File: src/hw/rtl/scan_obstacle_segmenter_macros.svh
// assertion macros for the scan obstacle segmenter
// expects signals named clock and reset in the including module
`ifndef SCAN_OBSTACLE_SEGMENTER_MACROS_SVH
`define SCAN_OBSTACLE_SEGMENTER_MACROS_SVH

// same-cycle implication, checked outside reset
`define SOS_ASSERT_HOLDS(lbl, ante, cons, msg) \
   lbl: assert property (@(posedge clock) disable iff (reset) (ante) |-> (cons)) \
      else $error(msg);

// next-cycle implication, checked outside reset
`define SOS_ASSERT_NEXT(lbl, ante, cons, msg) \
   lbl: assert property (@(posedge clock) disable iff (reset) (ante) |=> (cons)) \
      else $error(msg);

`endif

File: src/hw/rtl/sos_pkg.sv
// shared types and constants of the scan obstacle segmenter
// no dependencies
`timescale 1ns / 1ps

package sos_pkg;

   localparam int MAX_POINTS = 1024;
   localparam int IDX_W      = $clog2(MAX_POINTS);
   localparam int CNT_W      = 11;
   localparam int RANGE_W    = 16;
   localparam int QUAL_W     = 4;
   localparam int LIMIT_W    = RANGE_W + 1;
   localparam int CSR_IDX_W  = 3;
   localparam int CSR_DATA_W = 16;
   localparam int NUM_SLOTS  = 3;
   localparam int SLOT_CNT_W = 2;

   localparam logic [RANGE_W-1:0] SEP_OUTDOOR_MM = RANGE_W'(600);
   localparam logic [RANGE_W-1:0] SEP_INDOOR_MM  = RANGE_W'(200);

   localparam logic [RANGE_W-1:0] RST_MAX_RANGE_MM   = RANGE_W'(8000);
   localparam logic [QUAL_W-1:0]  RST_ROUGH_LEVEL    = QUAL_W'(2);
   localparam logic [CNT_W-1:0]   RST_POINT_COUNT    = CNT_W'(181);

   localparam logic KIND_OBSTACLE = 1'b0;
   localparam logic KIND_DITCH    = 1'b1;

   typedef enum logic [CSR_IDX_W-1:0] {
      REG_MAX_RANGE_RIGHT = 3'd0,
      REG_MAX_RANGE_LEFT  = 3'd1,
      REG_SEARCH_EXT      = 3'd2,
      REG_MIN_RANGE       = 3'd3,
      REG_OUTDOOR_MODE    = 3'd4,
      REG_HORIZONTAL_SCAN = 3'd5,
      REG_ROUGH_LEVEL     = 3'd6,
      REG_POINT_COUNT     = 3'd7
   } sos_reg_type;

   typedef struct packed {
      logic [RANGE_W-1:0] range_mm;
      logic [QUAL_W-1:0]  quality;
      logic               point_valid;
   } sos_req_type;

   typedef struct packed {
      logic [IDX_W-1:0] first_index;
      logic [IDX_W-1:0] last_index;
      logic             kind;
      logic             last_of_run;
   } sos_rsp_type;

   typedef struct packed {
      logic [RANGE_W-1:0] max_range_right_mm;
      logic [RANGE_W-1:0] max_range_left_mm;
      logic [RANGE_W-1:0] search_extension_mm;
      logic [RANGE_W-1:0] min_range_mm;
      logic               outdoor_mode;
      logic               horizontal_scan;
      logic [QUAL_W-1:0]  rough_level;
      logic [CNT_W-1:0]   point_count;
   } sos_cfg_type;

   // up to three results of one point, packed from slot 0
   typedef struct packed {
      logic                             load;
      logic [SLOT_CNT_W-1:0]            count;
      sos_rsp_type [NUM_SLOTS-1:0]      slot;
   } sos_bundle_type;

endpackage

File: src/hw/rtl/sos_csr.sv
// configuration registers of the scan obstacle segmenter
// depends on sos_pkg
`timescale 1ns / 1ps

module sos_csr (
   input  logic                               clock,
   input  logic                               reset,
   input  logic                               csr_we,
   input  logic [sos_pkg::CSR_IDX_W-1:0]      csr_index,
   input  logic [sos_pkg::CSR_DATA_W-1:0]     csr_wdata,
   output sos_pkg::sos_cfg_type               cfg
);
   import sos_pkg::*;

   sos_cfg_type cfg_ff;
   sos_cfg_type cfg_in;

   always_comb begin
      cfg_in = cfg_ff;
      if (csr_we) begin
         case (csr_index)
            REG_MAX_RANGE_RIGHT: cfg_in.max_range_right_mm  = csr_wdata[RANGE_W-1:0];
            REG_MAX_RANGE_LEFT:  cfg_in.max_range_left_mm   = csr_wdata[RANGE_W-1:0];
            REG_SEARCH_EXT:      cfg_in.search_extension_mm = csr_wdata[RANGE_W-1:0];
            REG_MIN_RANGE:       cfg_in.min_range_mm        = csr_wdata[RANGE_W-1:0];
            REG_OUTDOOR_MODE:    cfg_in.outdoor_mode        = csr_wdata[0];
            REG_HORIZONTAL_SCAN: cfg_in.horizontal_scan     = csr_wdata[0];
            REG_ROUGH_LEVEL:     cfg_in.rough_level         = csr_wdata[QUAL_W-1:0];
            REG_POINT_COUNT:     cfg_in.point_count         = csr_wdata[CNT_W-1:0];
            default: cfg_in = cfg_ff;
         endcase
      end
   end

   always_ff @(posedge clock) begin
      if (reset) begin
         cfg_ff.max_range_right_mm  <= RST_MAX_RANGE_MM;
         cfg_ff.max_range_left_mm   <= RST_MAX_RANGE_MM;
         cfg_ff.search_extension_mm <= '0;
         cfg_ff.min_range_mm        <= '0;
         cfg_ff.outdoor_mode        <= 1'b0;
         cfg_ff.horizontal_scan     <= 1'b0;
         cfg_ff.rough_level         <= RST_ROUGH_LEVEL;
         cfg_ff.point_count         <= RST_POINT_COUNT;
      end else begin
         cfg_ff <= cfg_in;
      end
   end

   assign cfg = cfg_ff;

endmodule

File: src/hw/rtl/sos_seg.sv
// input register, scan state and per-point segmentation logic
// depends on sos_pkg
`timescale 1ns / 1ps

module sos_seg (
   input  logic                    clock,
   input  logic                    reset,
   input  sos_pkg::sos_cfg_type    cfg,
   input  logic                    req_valid,
   output logic                    req_stall,
   input  sos_pkg::sos_req_type    req_data,
   input  logic                    bnd_ready,
   output sos_pkg::sos_bundle_type bnd
);
   import sos_pkg::*;

   logic               in_valid_ff, in_valid_in;
   sos_req_type        in_data_ff, in_data_in;
   logic [IDX_W-1:0]   idx_ff, idx_in;
   logic               obst_ff, obst_in;
   logic [IDX_W-1:0]   start_ff, start_in;
   logic [RANGE_W-1:0] prev_range_ff, prev_range_in;
   logic [QUAL_W-1:0]  prev_qual_ff, prev_qual_in;

   logic               advance, accept;
   logic [CNT_W-1:0]   cnt_eff, half;
   logic [IDX_W-1:0]   last_idx, idx_prev;
   logic               is_last, right_half;
   logic [RANGE_W-1:0] rng, p_rng, sep, lim_sel;
   logic [QUAL_W-1:0]  q, p_q;
   logic [LIMIT_W-1:0] limit, d_up, d_dn;
   logic               rough, jump_up, jump_dn, below, above, start_ok;
   logic               got_end, ditch, obst_mid, fin;
   logic [IDX_W-1:0]   start_mid;
   sos_rsp_type        ent_d, ent_e, ent_f;

   assign advance   = in_valid_ff && bnd_ready;
   assign req_stall = in_valid_ff && !bnd_ready;
   assign accept    = req_valid && !req_stall;

   always_comb begin
      in_valid_in = accept || (in_valid_ff && !advance);
      in_data_in  = accept ? req_data : in_data_ff;
   end

   // scan length clamp and position
   always_comb begin
      if (cfg.point_count == '0) begin
         cnt_eff = CNT_W'(1);
      end else if (cfg.point_count > CNT_W'(MAX_POINTS)) begin
         cnt_eff = CNT_W'(MAX_POINTS);
      end else begin
         cnt_eff = cfg.point_count;
      end
      last_idx   = IDX_W'(cnt_eff - CNT_W'(1));
      half       = cnt_eff >> 1;
      is_last    = idx_ff >= last_idx;
      right_half = CNT_W'(idx_ff) < half;
      idx_prev   = idx_ff - IDX_W'(1);
   end

   always_comb begin
      rng     = in_data_ff.range_mm;
      q       = in_data_ff.quality;
      // first point of a scan compares with itself
      p_rng   = (idx_ff == '0) ? rng : prev_range_ff;
      p_q     = (idx_ff == '0) ? q : prev_qual_ff;
      sep     = cfg.outdoor_mode ? SEP_OUTDOOR_MM : SEP_INDOOR_MM;
      lim_sel = right_half ? cfg.max_range_right_mm : cfg.max_range_left_mm;
      limit   = LIMIT_W'(lim_sel) + LIMIT_W'(cfg.search_extension_mm);
      rough   = q >= cfg.rough_level;
      d_up    = LIMIT_W'(rng) - LIMIT_W'(p_rng);
      d_dn    = LIMIT_W'(p_rng) - LIMIT_W'(rng);
      // a negative difference shows as a set top bit
      jump_up = !d_up[LIMIT_W-1] && (d_up[RANGE_W-1:0] > sep);
      jump_dn = !d_dn[LIMIT_W-1] && (d_dn[RANGE_W-1:0] > sep);
      below   = LIMIT_W'(rng) < limit;
      above   = LIMIT_W'(rng) > limit;

      start_ok = rough && below && in_data_ff.point_valid && (rng > cfg.min_range_mm);
      got_end  = obst_ff && (!rough || above || jump_up || jump_dn || is_last ||
                             !in_data_ff.point_valid);
      ditch    = cfg.outdoor_mode && !cfg.horizontal_scan &&
                 ((!rough && jump_dn && (LIMIT_W'(p_rng) < limit)) ||
                  ((p_q < cfg.rough_level) && jump_up && below));

      obst_mid  = (obst_ff && !got_end) ? 1'b1 : start_ok;
      start_mid = (obst_ff && !got_end) ? start_ff : idx_ff;
      fin       = is_last && obst_mid;
   end

   // candidate results, packed in order ditch, closed interval, open at scan end
   always_comb begin
      ent_d = '{first_index: idx_prev, last_index: idx_ff,
                kind: KIND_DITCH, last_of_run: 1'b0};
      ent_e = '{first_index: start_ff, last_index: idx_prev,
                kind: KIND_OBSTACLE, last_of_run: 1'b0};
      ent_f = '{first_index: start_mid, last_index: last_idx,
                kind: KIND_OBSTACLE, last_of_run: 1'b0};

      bnd.load    = advance;
      bnd.count   = SLOT_CNT_W'(ditch) + SLOT_CNT_W'(got_end) + SLOT_CNT_W'(fin);
      bnd.slot[0] = ditch ? ent_d : (got_end ? ent_e : ent_f);
      bnd.slot[1] = (ditch && got_end) ? ent_e : ent_f;
      bnd.slot[2] = ent_f;
   end

   always_comb begin
      idx_in        = idx_ff;
      obst_in       = obst_ff;
      start_in      = start_ff;
      prev_range_in = prev_range_ff;
      prev_qual_in  = prev_qual_ff;
      if (advance) begin
         idx_in        = is_last ? '0 : idx_ff + IDX_W'(1);
         obst_in       = is_last ? 1'b0 : obst_mid;
         start_in      = is_last ? '0 : start_mid;
         prev_range_in = rng;
         prev_qual_in  = q;
      end
   end

   always_ff @(posedge clock) begin
      if (reset) begin
         in_valid_ff   <= 1'b0;
         idx_ff        <= '0;
         obst_ff       <= 1'b0;
         start_ff      <= '0;
         prev_range_ff <= '0;
         prev_qual_ff  <= '0;
      end else begin
         in_valid_ff   <= in_valid_in;
         idx_ff        <= idx_in;
         obst_ff       <= obst_in;
         start_ff      <= start_in;
         prev_range_ff <= prev_range_in;
         prev_qual_ff  <= prev_qual_in;
      end
   end

   always_ff @(posedge clock) begin
      in_data_ff <= in_data_in;
   end

endmodule

File: src/hw/rtl/sos_out.sv
// result buffer: holds the results of one point and hands them out in order
// depends on sos_pkg
`timescale 1ns / 1ps

module sos_out (
   input  logic                    clock,
   input  logic                    reset,
   input  sos_pkg::sos_bundle_type bnd,
   output logic                    bnd_ready,
   output logic                    rsp_valid,
   input  logic                    rsp_stall,
   output sos_pkg::sos_rsp_type    rsp_data
);
   import sos_pkg::*;

   logic [SLOT_CNT_W-1:0]       rem_ff, rem_in;
   sos_rsp_type [NUM_SLOTS-1:0] slot_ff, slot_in;
   logic                        pop;

   assign rsp_valid = rem_ff != '0;
   assign pop       = rsp_valid && !rsp_stall;
   // free now, or the last held result leaves in this cycle
   assign bnd_ready = (rem_ff == '0) || ((rem_ff == SLOT_CNT_W'(1)) && !rsp_stall);

   always_comb begin
      rem_in  = rem_ff;
      slot_in = slot_ff;
      if (bnd.load) begin
         rem_in  = bnd.count;
         slot_in = bnd.slot;
      end else if (pop) begin
         rem_in     = rem_ff - SLOT_CNT_W'(1);
         slot_in[0] = slot_ff[1];
         slot_in[1] = slot_ff[2];
         slot_in[2] = slot_ff[2];
      end
   end

   always_ff @(posedge clock) begin
      if (reset) begin
         rem_ff <= '0;
      end else begin
         rem_ff <= rem_in;
      end
   end

   always_ff @(posedge clock) begin
      slot_ff <= slot_in;
   end

   always_comb begin
      rsp_data             = slot_ff[0];
      rsp_data.last_of_run = rem_ff == SLOT_CNT_W'(1);
   end

endmodule

File: src/hw/rtl/scan_obstacle_segmenter.sv
// Scan obstacle segmenter: groups rough, valid, in-range scan points into
// obstacle intervals and reports ditch edges in outdoor, non-horizontal scans.
// Input: one scan point per req_ transfer (range, quality, valid flag),
// points of a scan in order from right to left; the scan length comes from
// the point count register. Output: zero to three rsp_ transfers per point,
// each an index pair with its kind; last_of_run marks the final one of a point.
// Points pass the input register, then the result buffer. One point per cycle
// while each gives at most one result and rsp_ is not stalled; a point giving
// more holds the result port until its last result leaves. The input register
// takes a new point while results still wait on rsp_. Registers are written
// through csr_we/csr_index/csr_wdata by the user only while idle, unenforced by
// the block. Reset clears the registers to their defaults, empties both stages
// and restarts the scan at point zero. A stalled rsp_ keeps its result steady;
// req_stall rises once the input register and the result buffer are both full.
// Depends on sos_pkg, sos_csr, sos_seg, sos_out and the macros header.
`timescale 1ns / 1ps
`include "scan_obstacle_segmenter_macros.svh"

module scan_obstacle_segmenter (
   input  logic                           clock,
   input  logic                           reset,
   input  logic                           req_valid,
   output logic                           req_stall,
   input  sos_pkg::sos_req_type           req_data,
   output logic                           rsp_valid,
   input  logic                           rsp_stall,
   output sos_pkg::sos_rsp_type           rsp_data,
   input  logic                           csr_we,
   input  logic [sos_pkg::CSR_IDX_W-1:0]  csr_index,
   input  logic [sos_pkg::CSR_DATA_W-1:0] csr_wdata
);
   import sos_pkg::*;

   sos_cfg_type    cfg;
   sos_bundle_type bnd;
   logic           bnd_ready;

   sos_csr u_csr (
      .clock     (clock),
      .reset     (reset),
      .csr_we    (csr_we),
      .csr_index (csr_index),
      .csr_wdata (csr_wdata),
      .cfg       (cfg)
   );

   sos_seg u_seg (
      .clock     (clock),
      .reset     (reset),
      .cfg       (cfg),
      .req_valid (req_valid),
      .req_stall (req_stall),
      .req_data  (req_data),
      .bnd_ready (bnd_ready),
      .bnd       (bnd)
   );

   sos_out u_out (
      .clock     (clock),
      .reset     (reset),
      .bnd       (bnd),
      .bnd_ready (bnd_ready),
      .rsp_valid (rsp_valid),
      .rsp_stall (rsp_stall),
      .rsp_data  (rsp_data)
   );

   // a held result must never be overwritten by the next point
   `SOS_ASSERT_HOLDS(a_no_load_on_stall, rsp_valid && rsp_stall, !bnd.load, "results overwritten while stalled")
   // more results of the same point must follow a non-final one
   `SOS_ASSERT_NEXT(a_run_continues, rsp_valid && !rsp_data.last_of_run, rsp_valid, "result run cut short")
   // a ditch edge pair always spans two neighboring points
   `SOS_ASSERT_HOLDS(a_ditch_pair, rsp_valid && (rsp_data.kind == KIND_DITCH), rsp_data.last_index == IDX_W'(rsp_data.first_index + IDX_W'(1)), "ditch pair not adjacent")

endmodule

File: config.mk
export PLATFORM = sky130hd
export DESIGN_NAME = scan_obstacle_segmenter
export DESIGN_NICKNAME = d
export VERILOG_FILES = /design/src/hw/rtl/sos_pkg.sv /design/src/hw/rtl/sos_csr.sv /design/src/hw/rtl/sos_seg.sv /design/src/hw/rtl/sos_out.sv /design/src/hw/rtl/scan_obstacle_segmenter.sv
export VERILOG_INCLUDE_DIRS = /design/src /design/src/hw/rtl
export SDC_FILE = /design/constraint.sdc
export NUM_CORES = 1
export LEC_CHECK = 0
export BUFFER_PORTS_ARGS = -buffer_cell sky130_fd_sc_hd__buf_4
export CORE_ASPECT_RATIO = 0.8
export CORE_MARGIN = 5
export CORE_UTILIZATION = 55
export DETAILED_ROUTE_END_ITERATION = 8
export GPL_TIMING_DRIVEN = 0
export PLACE_DENSITY_LB_ADDON = 0.2
export SYNTH_ARGS = -nofsm -noshare
export SYNTH_HDL_FRONTEND = slang
export SYNTH_SLANG_ARGS = --single-unit
File: constraint.sdc
create_clock -name clock -period 9.24 [get_ports clock]
set_input_delay 0.462 -clock clock [delete_from_list [all_inputs] [get_ports clock]]
set_output_delay 0.462 -clock clock [all_outputs]
set_load 0.05 [all_outputs]
-- After elaboration in Yosys (flattened, before gate mapping)
Index checks and enable logic that the tools add are counted.
- bits of input ports: 45
- register bits: 209
- logic and storage cells: 126
- output and inout bits: 24
- mux-type cells: 18
- $add $sub $neg: 9
- equal/unequal tests: 8
- $lt $le $gt $ge: 11
- reduce and logical (&&, ||, !) cells: 53
- operators with widths (kind ; number):
    2-to-1 mux 22 bit ; 3
    2-to-1 mux 66 bit ; 1
    greater-than comparator 16 bit ; 3
    2-to-1 mux 44 bit ; 1
    2-to-1 mux 10 bit ; 4
    less-than comparator 16 x 17 -> 1 bit ; 2
    subtractor 16 x 16 -> 17 bit ; 2
    2-to-1 mux 16 bit ; 2
    2-to-1 mux 11 bit ; 2
    logical AND 1 bit ; 21
    subtractor 10 x 1 -> 10 bit (second input constant) ; 2
    adder 16 x 16 -> 17 bit ; 1
    greater-than comparator 16 x 17 -> 1 bit ; 1
    AND reduction 2 bit ; 8
    equality test 3 bit (second input constant) ; 4
    greater-than comparator 11 bit (second input constant) ; 1
    logical NOT 11 bit ; 1
    adder 10 x 1 -> 10 bit (second input constant) ; 1
    greater-or-equal comparator 10 bit ; 1
    logical NOT 1 bit ; 10
    logical NOT 10 bit ; 1
    less-than comparator 10 bit ; 1
    logical OR 1 bit ; 8
    equality test 3 x 2 -> 1 bit (second input constant) ; 2
    other kinds (13) ; 16

-- Depth between registers and ports, before layout
Gate-level depths: netlist of run 1.
- word-level depth: 19
- mapped depth: 42
- gate-level depth less buffers: 38

-- Modules after synthesis
A second synthesis of run 1 with hierarchy kept.
- cells, all modules: 1559
- area total of the unflattened synthesis: 14611.5 um2
- modules (own cells, without submodules) (module ; instances ; cells an instance ; area an instance (um2) ; sequential area each (um2)):
    sos_seg ; 1 ; 1078 ; 8485.6 ; 1471.4
    sos_csr ; 1 ; 307 ; 3286.9 ; 1621.6
    sos_out ; 1 ; 174 ; 2839.0 ; 1931.9

-- Least setup slack after synthesis of run 1
OpenSTA, ideal clock, no wires.
- path type: reg-to-reg
- from: register u_csr.cfg_ff, in the netlist u_csr.cfg[10]
- to: register u_out.rem_ff[0]
- setup time: 0.137 ns
- required time: 9.103 ns
- path buffers: 3
- period minus slack after synthesis: 7.464 ns
- setup slack: 1.776 ns
- arrival: 7.326 ns
- cell stages (with the launch flop): 41
- cells stage by stage: dfxtp_1 clkbuf_1 inv_1 clkbuf_1 nand2_1 ha_1 o21a_1 o21a_1 o21ai_0 nand2b_1 a21o_1 a21o_1 a21o_1 a21oi_1 o21ai_1 clkbuf_1 mux2_2 ha_1 (+5 left out) nor3_1 o21bai_1 a21o_1 a21oi_1 xor2_1 ha_1 a21o_1 a211o_1 a31o_2 a32oi_1 a21oi_1 a211oi_1 nand4_1 o21a_1 nor2_1 fa_1 nor2_1 a211oi_1
- word-level cells in the longest chain between the ends: 19
- elaborated cells on any way between the ends: 32
- classes of those cells: 4 x add/sub; 6 x order compare; 5 x mux; 17 x reduce/logical
- RTL lines (element ; line ; source):
    from (decl) ; sos_csr.sv:15 ; sos_cfg_type cfg_ff;
    from (signal assigned) ; sos_csr.sv:46 ; cfg_ff <= cfg_in;
    greater-than comparator 11 bit ; sos_seg.sv:50 ; end else if (cfg.point_count > CNT_W'(MAX_POINTS)) begin
    2-to-1 mux 11 bit ; sos_seg.sv:50 ;
    2-to-1 mux 11 bit (*) ; sos_seg.sv:48 ; if (cfg.point_count == '0) begin
    less-than comparator 10 bit ; sos_seg.sv:58 ; right_half = CNT_W'(idx_ff) < half;
    2-to-1 mux 16 bit ; sos_seg.sv:69 ; lim_sel = right_half ? cfg.max_range_right_mm : cfg.max_range_left_mm;
    adder 16 x 16 -> 17 bit ; sos_seg.sv:70 ; limit = LIMIT_W'(lim_sel) + LIMIT_W'(cfg.search_extension_mm);
    greater-than comparator 16 x 17 -> 1 bit ; sos_seg.sv:78 ; above = LIMIT_W'(rng) > limit;
    logical OR 1 bit (5 in series) ; sos_seg.sv:81 ; got_end = obst_ff && (!rough || above || jump_up || jump_dn || is_last ||
    logical AND 1 bit ; sos_seg.sv:81 ;
    logical NOT 1 bit ; sos_seg.sv:87 ; obst_mid = (obst_ff && !got_end) ? 1'b1 : start_ok;
    logical AND 1 bit ; sos_seg.sv:87 ;
    2-to-1 mux 1 bit ; sos_seg.sv:87 ;
    logical AND 1 bit ; sos_seg.sv:89 ; fin = is_last && obst_mid;
    adder 2 x 1 -> 2 bit (*) ; sos_seg.sv:102 ; bnd.count = SLOT_CNT_W'(ditch) + SLOT_CNT_W'(got_end) + SLOT_CNT_W'(fin);
    2-to-1 mux 2 bit (*) ; sos_out.sv:28 ; if (bnd.load) begin
    to (signal assigned) ; sos_out.sv:43 ; rem_ff <= rem_in;
    to (decl) ; sos_out.sv:16 ; logic [SLOT_CNT_W-1:0] rem_ff, rem_in;
Mark *: on every way between the ends. The rest lies on a longest branch, timed or not.
A chain may end at the register's enable or synchronous reset.

-- Final worst setup path of run 1
Ends and elaborated chain as after synthesis.

==> impl_metrics.ini, run 1 <==
[run_status]
status = completed

[synth]
syn_area_per_cell_um2 = 8.61
synthDistinctLibCells = 79
syn_nets = 1780
synth_top_area_cell = dfxtp_1
yosysMostFrequentCell = nand2_1
netlist_area_mm2 = 0.0138
synthArstFlopShare_pct = 0
synth_top_area_share_pct = 18.1
yosys-top-cells-count = nand2_1, a21oi_1, ha_1
netlist_instances = 1604
yosys_most_used_dff = dfxtp_1
ys_top_cells_by_area = dfxtp_1, edfxtp_1, ha_1
ys_warn_count = 0
seq_area_frac_synth_pct = 36.0
synth-edff-count = 82
synth.ff_latch_count = 207

[route]
ant_nets = 0
wl_mm = 40.7
drc = 0
firstDrtPassIters = 7
wire_per_inst_um = 20.0
via_per_inst = 6.04
drtIter0Drc = 1366
route.vias.total = 12300

[grt]
overflow = 0
grt_pass1_wl_mm = 63.1
grtUsageTotal_pct = 27.8
antenna_found_initial = 0
grt_pass1_vias = 11500
grt_max_degree = 30

[sta]
clock_skew_ps = 9.15
finalSetupViolCount = 0
min_period_ps = 8600
relSlewSlack_pct = 19.4
drv_slew = 0
timing.fmax_mhz = 116
worst_pin_slew_ps = 1210
grt_setup_unrepaired = no
finalCritPeriodShare_pct = 93.1
timing_hold_violations_final = 0
fin_tns_setup_ps = 0

[cts]
cts_max_path_buffers = 3
path_clk_slew_ps = 60
htreeDepth = 1
cts_tree = yes
postCtsHoldBufs = 0
clock_latency_ps = 530
cts-root-buf = clkbuf_16
clock-sinks = 207
cts_made_buffers = 23

[layout]
drive_gt1_share_pct = 10.1
syn_to_final_growth_pct = 12.1
post-route-util_pct = 63.2
diodes = 0
seq_area_mm2 = 0.00496
fin_nets = 1871
multiInputGateArea_mm2 = 0.00803
fillerInstances = 2151

[worst_setup_path]
setup.worst_path.start = u_csr.cfg[10]
r2r_slack_ps = 640
setup.worst_path.end_class = flop
regToRegEndpoint = u_out.rem_ff[0]
worst_ep_required_time_ps = 9680
cp_max_fo = 11
r2r_start = u_csr.cfg[10]
critPathMaxStageDelay_ps = 560
crit_slowest_cell = fa_1
path_buf_inv = 5
rr_worst_depth = 38
setup.worst_path.start_class = flop
arrival_ps = 9030
crit_type = reg2reg
cp_top_family = compound AO/OA/AOI/OAI gates
worst_path_most_repeated_cell = a21o_1

[placed_design]
io_buffer_count = 66
gp_congestion = 0.988
dpl.hpwl_mm = 31.0

[floorplan]
ios = 69
num_rows = 51
fp.dieW_um = 187
coreArea_mm2 = 0.0245
initial_utilization_pct = 56.3
dieArea_mm2 = 0.0284
die_h_um = 152

[min_path]
whs_path_depth = 1
whs_endpoint = u_seg.rng[6]
hold_path_class = in2reg
hp-start = req_data[11]

[power_and_ir_drop]
power.switching_w = 0.000921
clock_power_share_pct = 33.3
vdd_drop_max_mv = 0.121
p_total_w = 0.00276
power_leakage_nw = 6.43
internal-power_w = 0.00184
pwr-share-seq_pct = 38.7
combPwrFrac_pct = 28.0
netSwitchingFraction_pct = 33.4
power_density_mw_per_mm2 = 178

[run]
max_cap_viol_count = 0
==> flip-flops by register name (all words and copies together) (netlist names) <==
register             flops
u_seg.rng               16
u_seg.in_data_ff         1
u_out.slot_ff           40
u_out.rem_ff             2
u_seg.q                  4
u_seg.in_valid_ff        1
u_out.rsp_data          21
u_seg.start_ff          10
u_seg.obst_ff            1
u_seg.idx_ff            10
u_seg.prev_range_ff     16
u_seg.prev_qual_ff       4
u_csr.cfg               81
==> per-stage QoR <==
| stage | hold slack (ps) | worst slack (ps) | cells | cell area, um^2 |
|---|---|---|---|---|
| detailed placement | 446 | 283 | 1989 | 14700 |
| global route | 85.8 | 43.9 | 2030 | 15500 |
| global placement | 438 | 381 | 1988 | 14700 |
| CTS | 87.3 | 247 | 2031 | 15500 |
| floorplan | 432 | 1780 | 1604 | 13800 |
| finish | 102 | 641 | 2030 | 15500 |
==> cell usage in the layout, fill, tap and decap left out, types with 6 or more instances in the layout <==
cell type / instances
nor2_1: 82
nand2_1: 293
or3_1: 12
a2bb2oi_1: 7
ha_1: 128
clkbuf_1: 72
nor2b_1: 16
xor2_1: 25
o21ai_0: 35
o211ai_1: 23
a21oi_1: 154
nand4_1: 15
o21ai_1: 18
clkbuf_16: 23
inv_1: 81
buf_4: 90
a21o_1: 28
o2111ai_1: 11
a211oi_1: 8
xnor2_1: 26
mux2i_1: 48
mux2_2: 19
nand3b_1: 25
and2_1: 6
a211o_1: 13
dfxtp_1: 125
o21a_1: 15
and3_1: 12
nor3_1: 16
nand3_1: 36
nand2b_1: 37
mux2_1: 16
edfxtp_1: 82
==> final cells by class <==
cell class | count | area share (%)
tap | 318 | 2.57
clock buffer | 25 | 3.77
timing repair buffer | 67 | 3.33
clock inverter | 17 | 1.03
buffer | 107 | 3.33
multi-input combinational | 1205 | 51.9
sequential | 207 | 32.1
inverter | 84 | 2.05
==> logic make-up (layout without fill, tap and decap cells) <==
| family | count (synthesis) | count (layout) | share of synthesized area [%] |
|---|---|---|---|
| AND/OR/NAND/NOR | 568 | 568 | 19.0 |
| AO/OA/AOI/OAI | 371 | 371 | 17.3 |
| flip-flops | 207 | 207 | 36.0 |
| buffers and inverters | 192 | 300 | 6.04 |
| adder cells (fa/ha/maj) | 132 | 132 | 12.1 |
| multiplexers | 83 | 83 | 6.33 |
| XOR/XNOR | 51 | 51 | 3.24 |
==> layer usage <==
metal / part of all wire (%) / track usage, % / vias to the layer above
met5: 0 / 0 / -
met4: 2.1 / 5.65 / 0
met3: 12 / 7.49 / 70
met2: 40 / 40.1 / 611
met1: 46 / 41.8 / 5738
li1: - / - / 5841
==> power by group through the flow <==
stage	combinational (W)	sequential [W]	clock, W
finish	0.000772	0.00107	0.000919
CTS	0.000760	0.00107	0.000924
detailed placement	0.000756	0.00108	0
global route	0.000844	0.00107	0.000965
floorplan	0.000548	0.00107	0
global placement	0.000730	0.00109	0
==> worst max path at each step <==
stage,cells past startpoint,to
floorplan,40,u_out.rem_ff[0]
global placement,40,u_out.rem_ff[0]
detailed placement,40,u_out.rem_ff[0]
CTS,40,u_out.rem_ff[0]
global route,38,u_out.rem_ff[0]
finish,38,u_out.rem_ff[0]
==> repair_timing <==
item | in CTS | in global routing
resized for setup | 0 | 4
endpoints found under the setup margin | 0 | 55
buffers inserted | 0 | 0
(Power assumes the default switching activity.)
==> run 2: changes to the inputs <==
--- a/config.mk
+++ b/config.mk
@@ -7,7 +7,7 @@
 export NUM_CORES = 1
 export LEC_CHECK = 0
 export BUFFER_PORTS_ARGS = -buffer_cell sky130_fd_sc_hd__buf_4
-export CORE_ASPECT_RATIO = 0.8
+export CORE_ASPECT_RATIO = 1.25
 export CORE_MARGIN = 5
 export CORE_UTILIZATION = 55
 export DETAILED_ROUTE_END_ITERATION = 8
==> run 2 against run 1 <==
  * Final cell count increased by 0.59%
  * Maximum frequency decreased by 2.7%
  * Hold slack improved by 3.8 ps
==> impl_metrics.ini, run 2 (synthesis results as in run 1) <==
[cts]
post_cts.repair.setup_buffers = 0
path_clk_slew_ps = 60
cts_tree = yes
htreeDepth = 1
clock_latency_ps = 540
cts_max_path_buffers = 3
cts_made_buffers = 23
clock-sinks = 207
cts-root-buf = clkbuf_16

[worst_setup_path]
setup.worst_path.end_class = flop
critPathMaxStageDelay_ps = 540
worst_ep_required_time_ps = 9680
crit_type = reg2reg
crit_slowest_cell = fa_1
cp_max_fo = 10
arrival_ps = 9280
regToRegEndpoint = u_out.rem_ff[0]
rr_worst_depth = 39
r2r_start = u_csr.cfg[10]
setup.worst_path.start_class = flop
worst_path_most_repeated_cell = a21o_1
r2r_slack_ps = 400

[run]
max_cap_viol_count = 0

[layout]
diodes = 0
fin_nets = 1872
fin_area_mm2 = 0.0155
final_common_cell = nand2_1
syn_to_final_growth_pct = 12.2
final_cell_mix = nand2_1, a21oi_1, ha_1
largest_reg_flops = 81
drive_gt1_share_pct = 9.99

[grt]
grt_max_degree = 30
grtUsageTotal_pct = 27.2
overflow = 0
grt_pass1_vias = 11800
grt_pass1_wl_mm = 61.2
antenna_found_initial = 0

[sta]
timing_hold_violations_final = 0
clock_skew_ps = 15.6
relSlewSlack_pct = 25.2
holdWs_ps = 106
timing.fmax_mhz = 113
finalCritPeriodShare_pct = 95.6
fin_tns_setup_ps = 0
grt_setup_unrepaired = no
finalSetupViolCount = 0
min_period_ps = 8840
drv_slew = 0
worst_pin_slew_ps = 1120

[power_and_ir_drop]
pwr-share-seq_pct = 39.1
clock_power_share_pct = 33.0
internal-power_w = 0.00183
power_density_mw_per_mm2 = 176
vdd_drop_max_mv = 0.149
power.switching_w = 0.000895
power_leakage_nw = 6.43
combPwrFrac_pct = 27.9
netSwitchingFraction_pct = 32.8
p_total_w = 0.00272

[route]
drtIter0Drc = 813
wire_per_inst_um = 19.3
maxUsedRoutingLayer = met4
routedLengthMet1_mm = 14.9
route.vias.total = 12100
wl_mm = 39.5
wl_met3_mm = 2.14
ant_nets = 0
firstDrtPassIters = 5
drc = 0
via_per_inst = 5.91
wl_met2_mm = 20.1

[min_path]
whs_path_depth = 1
whs_endpoint = u_seg.rng[8]
hp-start = req_data[13]
hold_path_class = in2reg

[placed_design]
place_area_mm2 = 0.0147
dpl.hpwl_mm = 30.0
gp_congestion = 0.994
io_buffer_count = 66

[floorplan]
coreArea_mm2 = 0.0246
die_h_um = 187
fp.dieW_um = 152
dieArea_mm2 = 0.0284
ios = 69
initial_utilization_pct = 56.2
num_rows = 64

[run_status]
status = completed
[run 2: cell count changes in the layout (fill, tap and decap cells not counted), sizes merged]
cell      previous run  this run
clkinvlp             4         0
clkbuf              97       108
bufinv               2         0
inv                 85        84
clkinv              10         6
[run 2: worst max-delay path by stage]
| stage | start | end | depth (start not counted) |
|---|---|---|---|
| finish | u_csr.cfg[10] | u_out.rem_ff[0] | 39 |
| global route | u_csr.cfg[10] | u_out.rem_ff[0] | 39 |
| CTS | u_csr.cfg[10] | u_out.rem_ff[0] | 40 |
| floorplan | u_csr.cfg[10] | u_out.rem_ff[0] | 40 |
| detailed placement | u_csr.cfg[10] | u_out.rem_ff[0] | 40 |
| global placement | u_csr.cfg[10] | u_out.rem_ff[0] | 40 |
[run 2: routing by layer]
| metal | vias to the layer above | track usage, % |
|---|---|---|
| li1 | 5843 | - |
| met1 | 5675 | 30.7 |
| met2 | 431 | 49.4 |
| met3 | 127 | 3.30 |
| met4 | 0 | 13.7 |
| met5 | - | 0 |
[run 2: timing repair]
action / CTS / global route
hold buffers: 0 / 0
endpoints found under the setup margin: 0 / 39
gates resized for setup: 0 / 5
[run 2: cell type report]
type                            instances  area [um^2]
Buffer                                108          519
Clock buffer                           35          682
Clock inverter                          6         47.5
Fill cell                            2128         9090
Inverter                               84          318
Multi-Input combinational cell       1205         8030
Sequential cell                       207         4960
Tap cell                              330          413
Timing Repair Buffer                   67          515
[run 2: worst max-delay path: cells and delay by family, from the launching register on]
family | cells | cell delay, ps
fa+ha+maj | 5 | 1720
simple gates | 5 | 540
flops | 1 | 290
xor+xnor | 1 | 330
compound gates | 21 | 4330
buf+inv | 6 | 1210
mux | 1 | 280
[run 2: power groups by stage]
stage | Combinational, W | Clock [W] | Sequential (W)
after CTS | 0.000752 | 0.000905 | 0.00107
after global placement | 0.000723 | 0 | 0.00109
after floorplan | 0.000548 | 0 | 0.00107
after global routing | 0.000830 | 0.000944 | 0.00107
final | 0.000761 | 0.000898 | 0.00107
after detailed placement | 0.000747 | 0 | 0.00108
[run 2: metrics by stage]
step | util (%) | setup slack [ps] | instances
finish | 63.0 | 402 | 2042
detailed placement | 60.0 | 257 | 2001
global placement | 59.9 | 384 | 2000
CTS | 63.0 | 174 | 2042
global route | 63.0 | 15.2 | 2042
floorplan | - | 1780 | 1604
==> run 3: changes to the inputs <==
--- a/config.mk
+++ b/config.mk
@@ -8,7 +8,7 @@
 export LEC_CHECK = 0
 export BUFFER_PORTS_ARGS = -buffer_cell sky130_fd_sc_hd__buf_4
 export CORE_ASPECT_RATIO = 1.25
-export CORE_MARGIN = 5
+export CORE_MARGIN = 2
 export CORE_UTILIZATION = 55
 export DETAILED_ROUTE_END_ITERATION = 8
 export GPL_TIMING_DRIVEN = 0
==> constraint.sdc (replaced) <==
create_clock -name clock -period 10.4 [get_ports clock]
set_input_delay 0.52 -clock clock [delete_from_list [all_inputs] [get_ports clock]]
set_output_delay 0.52 -clock clock [all_outputs]
set_load 0.05 [all_outputs]
==> run 3 against run 2 <==
  * Die area shrank 7.0%
  * First-iteration DRC count shrank 5.4%
  * Global-route usage grew 1.8 points
  * Non-clock buffer count is the same
  * Clock power shrank 12%
  * Final area shrank 0.15%
  * Maximum frequency shrank 1.9%
  * Via count grew 0.78%
==> impl_metrics.ini, run 3 (synthesis results as in run 1) <==
[cts]
cts_max_path_buffers = 3
htreeDepth = 1
clock-sinks = 207
clock_latency_ps = 540
ctsResizeCount = 0
cts_tree = yes
cts-root-buf = clkbuf_16
path_clk_slew_ps = 60
post_cts.repair.setup_buffers = 0
cts_made_buffers = 23
postCtsHoldBufs = 0

[route]
drc = 0
route.vias.total = 12200
firstDrtPassIters = 6
wl_mm = 39.1
drtIter0Drc = 769
wire_per_inst_um = 19.1
via_per_inst = 5.96
ant_nets = 0

[sta]
min_period_ps = 9000
clock_skew_ps = 23.5
worst_pin_slew_ps = 1120
relSlewSlack_pct = 25.5
finalCritPeriodShare_pct = 86.6
finalSetupViolCount = 0
grt_setup_unrepaired = no
timing.fmax_mhz = 111
fin_tns_setup_ps = 0
holdWs_ps = 161
timing_hold_violations_final = 0
drv_slew = 0

[layout]
multiInputGateArea_mm2 = 0.00802
diodes = 0
fin_area_mm2 = 0.0155
seq_area_mm2 = 0.00496
largest_reg_flops = 81
final_common_cell = nand2_1
fillerInstances = 2119
drive_gt1_share_pct = 9.81
post-route-util_pct = 62.9
fin_nets = 1872
final_cell_mix = nand2_1, a21oi_1, ha_1
syn_to_final_growth_pct = 12.0

[grt]
grt_max_degree = 30
grt_pass1_vias = 11800
antenna_found_initial = 0
grtUsageTotal_pct = 29.0
overflow = 0
grt_pass1_wl_mm = 61.1

[placed_design]
io_buffer_count = 66
place_area_mm2 = 0.0147
dpl.hpwl_mm = 29.9
gp_congestion = 0.983

[worst_setup_path]
cp_max_fo = 10
setup.worst_path.start = u_csr.cfg[10]
r2r_slack_ps = 1400
crit_slowest_cell = o21ai_1
crit_type = reg2reg
setup.worst_path.end_class = flop
setup.worst_path.start_class = flop
worst_path_most_repeated_cell = a21o_1
arrival_ps = 9370
critPathMaxStageDelay_ps = 580
r2r_start = u_csr.cfg[10]
worst_ep_required_time_ps = 10770

[floorplan]
num_rows = 64
initial_utilization_pct = 56.2
ios = 69
coreArea_mm2 = 0.0246
fp.dieW_um = 146
dieArea_mm2 = 0.0264
die_h_um = 181

[min_path]
hold_path_class = in2reg
hp-start = req_data[10]

[power_and_ir_drop]
power_density_mw_per_mm2 = 156
power_leakage_nw = 6.43
vdd_drop_max_mv = 0.122

[run_status]
status = completed

[run]
max_cap_viol_count = 0
==> run 3: cell count changes in the layout (fill, tap and decap cells not counted), sizes merged <==
cell / change
clkinv: +1
inv: +1
clkbuf: -2
==> run 3: layer usage <==
layer | wire length [um] | share of wire, % | track usage (%) | vias up
li1 | - | - | - | 5831
met1 | 14600 | 37 | 32.5 | 5641
met2 | 19500 | 50 | 52.5 | 531
met3 | 2380 | 6.1 | 3.36 | 167
met4 | 2590 | 6.6 | 17.6 | 0
met5 | 0 | 0 | 0 | -
==> run 3: layout make-up <==
cell class                 instances  share of cell area (%)
clock buffer                      33                    4.30
inverter                          84                    2.05
tap                              330                    2.67
timing repair buffer              67                    3.33
buffer                           108                    3.35
clock inverter                     8                   0.356
sequential                       207                    32.1
multi-input combinational       1205                    51.8
==> run 3: worst paths after layout <==
check,end,cells after the start
setup / recovery,u_out.rem_ff[0],40
hold reg to reg,u_seg.prev_range_ff[0],2
setup reg to reg,u_out.rem_ff[0],40
hold / removal,u_seg.rng[5],1
==> run 3: report_power, final <==
group | switching (W) | internal [W] | total (W) | leakage, nW
registers | 0.0000311 | 0.000916 | 0.000947 | 1.80
clock network | 0.000346 | 0.000447 | 0.000793 | 0.360
logic | 0.000419 | 0.000255 | 0.000674 | 4.27
total | 0.000796 | 0.00162 | 0.00241 | 6.43
==> run 3: per-stage QoR <==
stage,total power [W],setup WS [ps],cells
finish,0.00241,1400,2042
global route,0.00252,757,2042
CTS,0.00241,1550,2042
detailed placement,0.00163,1610,2001
global placement,0.00161,1660,2000
floorplan,0.00144,2940,1604
==> run 3: critical path: cells and delay by family, from the launching register on <==
family	cells	cell delay [ps]
compound gates	21	3980
xor+xnor	1	330
fa+ha+maj	5	1500
buf+inv	5	1200
flops	1	290
mux	1	420
simple gates	7	1090
